===== src/design/battery_level_monitor_defines.svh =====
// Assertion macros shared by the battery level monitor RTL.
`ifndef BATTERY_LEVEL_MONITOR_DEFINES_SVH
`define BATTERY_LEVEL_MONITOR_DEFINES_SVH

// Same-cycle implication, sampled on clk, off while rst_n is low.
`define BLM_ASSERT_NOW(label, ante, cons, msg) \
    label: assert property (@(posedge clk) disable iff (!rst_n) (ante) |-> (cons)) \
        else $error(msg);

// Next-cycle implication, sampled on clk, off while rst_n is low.
`define BLM_ASSERT_NEXT(label, ante, cons, msg) \
    label: assert property (@(posedge clk) disable iff (!rst_n) (ante) |=> (cons)) \
        else $error(msg);

`endif


===== src/design/blm_pkg.sv =====
// Constants, discharge curve and types for the battery level monitor.
package blm_pkg;

    // Field widths
    localparam int PIN_W    = 12;
    localparam int MV_W     = 13;
    localparam int GAIN_W   = 16;
    localparam int HYST_W   = 10;
    localparam int CHARGE_W = 15;
    localparam int CFG_IDX_W = 4;
    localparam int CFG_DATA_W = 16;

    // Limits
    localparam logic [MV_W-1:0]     MV_MAX    = 13'd8191;
    localparam logic [CHARGE_W-1:0] Q8_FULL   = 15'd25600;

    // Shared multiplier operand widths
    localparam int MUL_A_W = 17;
    localparam int MUL_B_W = 21;
    localparam int PROD_W  = MUL_A_W + MUL_B_W;

    // Reciprocal scale: quotient = (num * recip) >> RECIP_SHIFT, exact floor
    // for num below 2^17 and spans up to 200
    localparam int RECIP_SHIFT = 26;
    localparam int QUOT_W      = 12;

    // Register indexes
    typedef enum logic [CFG_IDX_W-1:0] {
        REG_DIVIDER_GAIN     = 4'd0,
        REG_TRANSMIT_CUTOFF  = 4'd1,
        REG_HYSTERESIS       = 4'd2,
        REG_SLEEP_CUTOFF     = 4'd3
    } cfg_reg_t;

    // Discharge curve, highest voltage first
    localparam int CURVE_POINTS = 20;
    localparam int IDX_W        = $clog2(CURVE_POINTS);

    localparam logic [MV_W-1:0] CURVE_MV [CURVE_POINTS] = '{
        13'd4200, 13'd4150, 13'd4100, 13'd4050, 13'd4000,
        13'd3950, 13'd3900, 13'd3850, 13'd3800, 13'd3750,
        13'd3700, 13'd3650, 13'd3600, 13'd3550, 13'd3500,
        13'd3450, 13'd3400, 13'd3300, 13'd3200, 13'd3000
    };

    localparam logic [7:0] CURVE_PCT [CURVE_POINTS] = '{
        8'd100, 8'd95, 8'd90, 8'd85, 8'd78,
        8'd70,  8'd62, 8'd55, 8'd48, 8'd42,
        8'd35,  8'd28, 8'd22, 8'd17, 8'd12,
        8'd8,   8'd5,  8'd2,  8'd1,  8'd0
    };

    // ceil(2^26 / span) for each segment, indexed by its upper point
    localparam logic [MUL_B_W-1:0] SEG_RECIP [CURVE_POINTS-1] = '{
        21'd1342178, 21'd1342178, 21'd1342178, 21'd1342178, 21'd1342178,
        21'd1342178, 21'd1342178, 21'd1342178, 21'd1342178, 21'd1342178,
        21'd1342178, 21'd1342178, 21'd1342178, 21'd1342178, 21'd1342178,
        21'd1342178, 21'd671089,  21'd671089,  21'd335545
    };

endpackage


===== src/design/battery_level_monitor.sv =====
// Battery level monitor: pin voltage to battery mV, charge percent and flags.
//
// Input channel s_*: one item per reading, pin millivolts in s_tdata and the
// USB-attached flag in s_tuser. Output channel m_*: one result item per input
// item, battery millivolts and Q8 charge percent in m_tdata, the trustworthy,
// critical and transmit flags in m_tuser. Configuration channel cfg_*: four
// registers (divider gain, transmit cutoff, hysteresis, sleep cutoff), always
// ready, to be written only while no item is in flight.
//
// One item at a time. An accepted input passes the scale, segment, slope and
// reciprocal states before the result is valid; a single 17x21 multiplier is
// used three times in sequence (gain scaling, interpolation slope, reciprocal
// divide), with the curve segment search in its own state. s_tready returns
// the cycle after the result is taken, so no new item enters before that.
//
// A stalled receiver holds the result in the output registers and keeps
// s_tready low. Reset restores the register defaults, sets the previous
// transmit verdict to allowed and empties the block.
`include "battery_level_monitor_defines.svh"

module battery_level_monitor #(
    parameter int GAIN_FRACTION_BITS = 12
) (
    input  logic        clk,
    input  logic        rst_n,

    // Input items
    input  logic        s_tvalid,
    output logic        s_tready,
    input  logic [15:0] s_tdata,   // [11:0] pin_millivolts
    input  logic        s_tuser,   // [0] usb_attached

    // Result items
    output logic        m_tvalid,
    input  logic        m_tready,
    output logic [31:0] m_tdata,   // [12:0] battery_millivolts, [27:13] charge_percent_q8
    output logic [2:0]  m_tuser,   // [0] trustworthy, [1] critical, [2] transmit_allowed

    // Configuration writes
    input  logic                           cfg_valid,
    output logic                           cfg_ready,
    input  logic [blm_pkg::CFG_IDX_W-1:0]  cfg_index,
    input  logic [blm_pkg::CFG_DATA_W-1:0] cfg_data
);

    typedef enum logic [2:0] {
        ST_IDLE,
        ST_SCALE,
        ST_SEG,
        ST_SLOPE,
        ST_RECIP,
        ST_OUT
    } state_t;

    // Configuration registers
    logic [blm_pkg::GAIN_W-1:0] gain_reg;
    logic [blm_pkg::MV_W-1:0]   tx_cutoff_reg;
    logic [blm_pkg::HYST_W-1:0] hyst_reg;
    logic [blm_pkg::MV_W-1:0]   sleep_cutoff_reg;

    // Sequencer and working registers
    state_t                          state_reg;
    logic [blm_pkg::PIN_W-1:0]       pin_reg;
    logic                            usb_reg;
    logic                            verdict_reg;
    logic [blm_pkg::MV_W-1:0]        mv_reg;
    logic [blm_pkg::IDX_W-1:0]       lo_idx_reg;
    logic [blm_pkg::MV_W-1:0]        d_reg;
    logic [blm_pkg::MUL_A_W-1:0]     num_reg;
    logic                            full_reg;
    logic                            empty_reg;
    logic                            crit_reg;
    logic                            tx_reg;
    logic [blm_pkg::CHARGE_W-1:0]    charge_reg;

    // Shared multiplier
    logic [blm_pkg::MUL_A_W-1:0] mul_a;
    logic [blm_pkg::MUL_B_W-1:0] mul_b;
    logic [blm_pkg::PROD_W-1:0]  prod;

    // Derived values
    logic [blm_pkg::PROD_W-1:0]   scaled_full;
    logic [blm_pkg::MV_W-1:0]     mv_next;
    logic [blm_pkg::IDX_W-1:0]    lo_idx_next;
    logic [blm_pkg::IDX_W-1:0]    hi_idx;
    logic [blm_pkg::MV_W:0]       threshold;
    logic                         tx_next;
    logic [7:0]                   dp_pct;
    logic [blm_pkg::QUOT_W-1:0]   quot;
    logic [16:0]                  charge_sum;
    logic [blm_pkg::CHARGE_W-1:0] charge_next;

    assign cfg_ready = 1'b1;
    assign s_tready  = (state_reg == ST_IDLE);
    assign m_tvalid  = (state_reg == ST_OUT);
    assign m_tdata   = {4'd0, charge_reg, mv_reg};
    assign m_tuser   = {tx_reg, crit_reg, ~usb_reg};

    // Segment bounds of the latched voltage
    assign hi_idx = lo_idx_reg - blm_pkg::IDX_W'(1);
    assign dp_pct = blm_pkg::CURVE_PCT[hi_idx] - blm_pkg::CURVE_PCT[lo_idx_reg];

    // Operand select for the shared multiplier
    always_comb
    begin
        unique case (state_reg)
            ST_SCALE:
            begin
                mul_a = blm_pkg::MUL_A_W'(pin_reg);
                mul_b = blm_pkg::MUL_B_W'(gain_reg);
            end
            ST_SLOPE:
            begin
                mul_a = blm_pkg::MUL_A_W'(d_reg);
                mul_b = blm_pkg::MUL_B_W'({dp_pct, 8'd0});
            end
            ST_RECIP:
            begin
                mul_a = num_reg;
                mul_b = blm_pkg::SEG_RECIP[hi_idx];
            end
            default:
            begin
                mul_a = '0;
                mul_b = '0;
            end
        endcase
    end

    assign prod = blm_pkg::PROD_W'(mul_a) * blm_pkg::PROD_W'(mul_b);

    // Gain scaling with saturation
    assign scaled_full = prod >> GAIN_FRACTION_BITS;
    assign mv_next = (|scaled_full[blm_pkg::PROD_W-1:blm_pkg::MV_W]) ? blm_pkg::MV_MAX
                                                                   : scaled_full[blm_pkg::MV_W-1:0];

    // Curve search: lowest point still above the voltage bounds the segment
    always_comb
    begin
        lo_idx_next = blm_pkg::IDX_W'(1);
        for (int i = 1; i < blm_pkg::CURVE_POINTS - 1; i++)
        begin
            if (mv_reg < blm_pkg::CURVE_MV[i])
            begin
                lo_idx_next = blm_pkg::IDX_W'(i + 1);
            end
        end
    end

    // Transmit with hysteresis on the previous verdict
    assign threshold = verdict_reg ? {1'b0, tx_cutoff_reg}
                                   : {1'b0, tx_cutoff_reg} + (blm_pkg::MV_W + 1)'(hyst_reg);
    assign tx_next   = usb_reg || ({1'b0, mv_reg} >= threshold);

    // Interpolated charge, clamped
    assign quot       = prod[blm_pkg::RECIP_SHIFT +: blm_pkg::QUOT_W];
    assign charge_sum = {1'b0, blm_pkg::CURVE_PCT[lo_idx_reg], 8'd0} + 17'(quot);
    always_comb
    begin
        priority if (full_reg)
        begin
            charge_next = blm_pkg::Q8_FULL;
        end
        else if (empty_reg)
        begin
            charge_next = '0;
        end
        else if (charge_sum > 17'(blm_pkg::Q8_FULL))
        begin
            charge_next = blm_pkg::Q8_FULL;
        end
        else
        begin
            charge_next = charge_sum[blm_pkg::CHARGE_W-1:0];
        end
    end

    // Configuration registers
    always_ff @(posedge clk or negedge rst_n)
    begin
        if (!rst_n)
        begin
            gain_reg         <= 16'd8192;
            tx_cutoff_reg    <= 13'd3500;
            hyst_reg         <= 10'd50;
            sleep_cutoff_reg <= 13'd3300;
        end
        else if (cfg_valid && cfg_ready)
        begin
            unique case (cfg_index)
                blm_pkg::REG_DIVIDER_GAIN:    gain_reg         <= cfg_data;
                blm_pkg::REG_TRANSMIT_CUTOFF: tx_cutoff_reg    <= cfg_data[blm_pkg::MV_W-1:0];
                blm_pkg::REG_HYSTERESIS:      hyst_reg         <= cfg_data[blm_pkg::HYST_W-1:0];
                blm_pkg::REG_SLEEP_CUTOFF:    sleep_cutoff_reg <= cfg_data[blm_pkg::MV_W-1:0];
                default: ;
            endcase
        end
    end

    // Sequencer and registered results
    always_ff @(posedge clk or negedge rst_n)
    begin
        if (!rst_n)
        begin
            state_reg   <= ST_IDLE;
            verdict_reg <= 1'b1;
            pin_reg     <= '0;
            usb_reg     <= 1'b0;
            mv_reg      <= '0;
            lo_idx_reg  <= blm_pkg::IDX_W'(1);
            d_reg       <= '0;
            num_reg     <= '0;
            full_reg    <= 1'b0;
            empty_reg   <= 1'b0;
            crit_reg    <= 1'b0;
            tx_reg      <= 1'b0;
            charge_reg  <= '0;
        end
        else
        begin
            unique case (state_reg)
                ST_IDLE:
                begin
                    if (s_tvalid)
                    begin
                        pin_reg   <= s_tdata[blm_pkg::PIN_W-1:0];
                        usb_reg   <= s_tuser;
                        state_reg <= ST_SCALE;
                    end
                end
                ST_SCALE:
                begin
                    mv_reg    <= mv_next;
                    state_reg <= ST_SEG;
                end
                ST_SEG:
                begin
                    lo_idx_reg  <= lo_idx_next;
                    d_reg       <= mv_reg - blm_pkg::CURVE_MV[lo_idx_next];
                    full_reg    <= (mv_reg >= blm_pkg::CURVE_MV[0]);
                    empty_reg   <= (mv_reg <= blm_pkg::CURVE_MV[blm_pkg::CURVE_POINTS-1]);
                    crit_reg    <= (mv_reg < sleep_cutoff_reg) && !usb_reg;
                    tx_reg      <= tx_next;
                    verdict_reg <= tx_next;
                    state_reg   <= ST_SLOPE;
                end
                ST_SLOPE:
                begin
                    num_reg   <= prod[blm_pkg::MUL_A_W-1:0];
                    state_reg <= ST_RECIP;
                end
                ST_RECIP:
                begin
                    charge_reg <= charge_next;
                    state_reg  <= ST_OUT;
                end
                ST_OUT:
                begin
                    if (m_tready)
                    begin
                        state_reg <= ST_IDLE;
                    end
                end
                default:
                begin
                    state_reg <= ST_IDLE;
                end
            endcase
        end
    end

    // Checks
    `BLM_ASSERT_NOW(a_one_side_open, s_tready, !m_tvalid, "input open while result pending")
    `BLM_ASSERT_NEXT(a_busy_after_accept, s_tvalid && s_tready, !s_tready && !m_tvalid,
                     "block not busy after accept")
    `BLM_ASSERT_NOW(a_charge_range, m_tvalid, m_tdata[27:13] <= blm_pkg::Q8_FULL,
                    "charge above full scale")
    `BLM_ASSERT_NOW(a_usb_flags, m_tvalid && !m_tuser[0], m_tuser[2] && !m_tuser[1],
                    "USB reading must transmit and not be critical")

endmodule

===== config.mk =====
export PLATFORM = sky130hd
export DESIGN_NAME = battery_level_monitor
export DESIGN_NICKNAME = d
export VERILOG_FILES = /design/src/design/blm_pkg.sv /design/src/design/battery_level_monitor.sv
export VERILOG_INCLUDE_DIRS = /design/src /design/src/design
export SDC_FILE = /design/constraint.sdc
export NUM_CORES = 1
export LEC_CHECK = 0
export ABC_AREA = 1
export BUFFER_PORTS_ARGS = -buffer_cell sky130_fd_sc_hd__clkbuf_2
export CAP_MARGIN = 30
export CORE_MARGIN = 2
export CORE_UTILIZATION = 60
export DETAILED_ROUTE_END_ITERATION = 8
export HOLD_SLACK_MARGIN = 0.05
export PLACE_DENSITY = 0.88
export SLEW_MARGIN = 20
export SYNTH_ARGS = -nofsm -noshare
export SYNTH_HDL_FRONTEND = slang
export SYNTH_SLANG_ARGS = --single-unit

===== constraint.sdc =====
create_clock -name clk -period 14.3 [get_ports clk]
set_clock_uncertainty 0.15 [all_clocks]
set_input_delay 1.43 -clock clk [delete_from_list [all_inputs] [get_ports clk]]
set_output_delay 1.43 -clock clk [all_outputs]
set_load 0.1 [all_outputs]

==> flow_summary.yaml <==
outcome:
  status: "finished clean"
detailed_routing:
  dr_wl_met2_um: 27300
  drt-total-wl_um: 59300
  dr.pass1.iters: 6
  drc: 0
  wl_met3_um: 5920
  antenna_left: 0
  top_layer: "met4"
  via_per_inst: 5.76
  wl_per_cell_um: 18.7
  wl_met1_um: 21900
  vias: 18300
  initialDrtViolationCount: 1659
critical_path:
  required_ps: 14490
  worstPathArrival_ps: 11870
  cp_slowest_stage_delay_ps: 670
  path_max_fanout: 12
  slowest_stage: "dfstp_2"
  crit_path_frequent_cell: "inv_1"
  critPathCaptureType: "flop"
  critical_path_class: "reg2reg"
  start_kind: "flop"
cts:
  cts-root-buf: "clkbuf_16"
  cts_buffers: 17
  cts_tree: "built"
  clk_path_buf_depth: 2
  post-cts-setup-buffers: 0
  clk-insertion-delay-late_ps: 430
  cts_resized: 0
  path_clk_slew_ps: 70
  postCtsHoldBufs: 0
  htreeDepth: 4
  cts_sinks: 136
cells_and_area:
  diodes: 0
  area_growth_pct: 6.92
  drive_above_1_share_pct: 8.30
  largest_reg_flops: 17
  final_cell_area_um2: 22100
  layout.nets: 3222
floorplanning:
  core_um2: 33700
  rows: 67
  start_util_pct: 61.3
  dieWidth_um: 190
  die-height_um: 190
  dieArea_um2: 35900
  io_pins: 80
min_path:
  hp-class: "reg2reg"
synth:
  synth_area_leaders: "fa_1 28%, dfrtp_1 14%, ha_1 11%"
  netlist_area_um2: 20700
  dominantRegCellSynth: "dfrtp_1"
  yosys_warnings: 0
  synth_edf_count: 0
  async_reset_ff_share_pct: 100
  synth_most_common_cell: "inv_1"
  synth_area_per_cell_um2: 7.76
  syn_inst: 2664
  netlist.area_leader.share_pct: 27.9
  synth_top_area_cell: "fa_1"
  synth_cell_type_count: 60
  ys_seq_area_share_pct: 16.6
  synth_common_cells: "590 x inv_1, 524 x nand2_1, 288 x fa_1"
  yosys_register_bits: 136
timing:
  final_hold_viol_count: 0
  slew_headroom_pct: 38.5
  finalSetupViolCount: 0
  finalCritPeriodShare_pct: 81.6
  worst_pin_slew_ps: 922
  rsz0062_at_grt: "false"
  period_needed_ps: 11670
  clock.fmax_mhz: 85.7
  finalSetupTns_ps: 0
  drv_slew: 0
run:
  drv_cap: 0
place:
  hpwl_um: 47200
  globalplace.congestion: 1.01
  portBuffers: 70
  dpl_cell_area_um2: 21400
grt:
  grt_overflow_total: 0
  grt_max_degree: 76
  grt_util_all_layers_pct: 34.7
  grt_pass1_vias: 19200
  antenna_found_initial: 0
  grt_pass1_wl_um: 97100
worst max-delay path: cells and delay by family, from the launching register on:
family / cells / cell delay [ps]
buf+inv: 10 / 1440
fa+ha+maj: 12 / 5130
simple gates: 13 / 1820
xor+xnor: 1 / 200
compound gates: 10 / 2170
flops: 1 / 670
path summary, 6_finish.rpt:
| kind | startpoint | to | slack, ps | cells past startpoint |
|---|---|---|---|---|
| worst max-delay path | lo_idx_reg[0]$_DFFE_PN1P_ | charge_reg[0]$_DFFE_PN0P_ | 2630 | 46 |
| worst min-delay path | crit_reg$_DFFE_PN0P_ | crit_reg$_DFFE_PN0P_ | 330 | 2 |
| worst max register to register | lo_idx_reg[0]$_DFFE_PN1P_ | charge_reg[0]$_DFFE_PN0P_ | 2630 | 46 |
| worst min register to register | crit_reg$_DFFE_PN0P_ | crit_reg$_DFFE_PN0P_ | 330 | 2 |
| max in group asynchronous | rst_n | sleep_cutoff_reg[11]$_DFFE_PN1P_ | 12060 | 3 |
| min in group asynchronous | rst_n | charge_reg[13]$_DFFE_PN0P_ | 840 | 1 |
layer usage:
metal	global-route usage, %	up-vias
met4	20.6	0
met3	8.12	278
met1	42.9	8810
li1	-	8196
met5	0	-
met2	56.0	975
metrics by stage:
stage          hold WS [ps]  util, %  cells  setup WS (ps)
3_3_place_gp            305     63.5   3137           3020
6_report                328     65.5   3172           2630
5_1_grt                 353     65.5   3172           1840
4_1_cts                 334     65.4   3169           2850
2_1_floorplan           292        -   2676           4600
3_5_place_dp            312     63.5   3137           2880
cell type report:
class / instances / area, um2
multi-input cells: 1858 / 14700
fillers: 2714 / 11600
flip-flops and latches: 136 / 3430
inverters: 611 / 2290
well taps: 448 / 561
repair buffers: 87 / 508
clock buffers: 19 / 443
clock inverters: 13 / 194
kinds of logic after synthesis:
kind of cell | share of synthesized area [%]
simple gates | 18.9
buf+inv | 12.7
fa+ha+maj | 38.9
compound gates | 10.3
flops | 16.6
xor+xnor | 1.78
mux | 0.866
other cells | 0.0363
layout by cell type (no fill, tap or decap), types with 18 or more instances in the layout:
cell type,n
clkbuf_2,69
a21oi_1,96
inv_1,590
nand2_1,524
fa_1,288
nand3_1,73
nand2_2,18
nor3_1,21
nor2_1,279
xor2_1,23
xnor2_1,19
dfstp_2,19
o21ai_0,155
ha_1,181
dfrtp_1,117
Power is not shown: default switching activity piles up to over one toggle a cycle in this logic, so the estimate is an artifact.
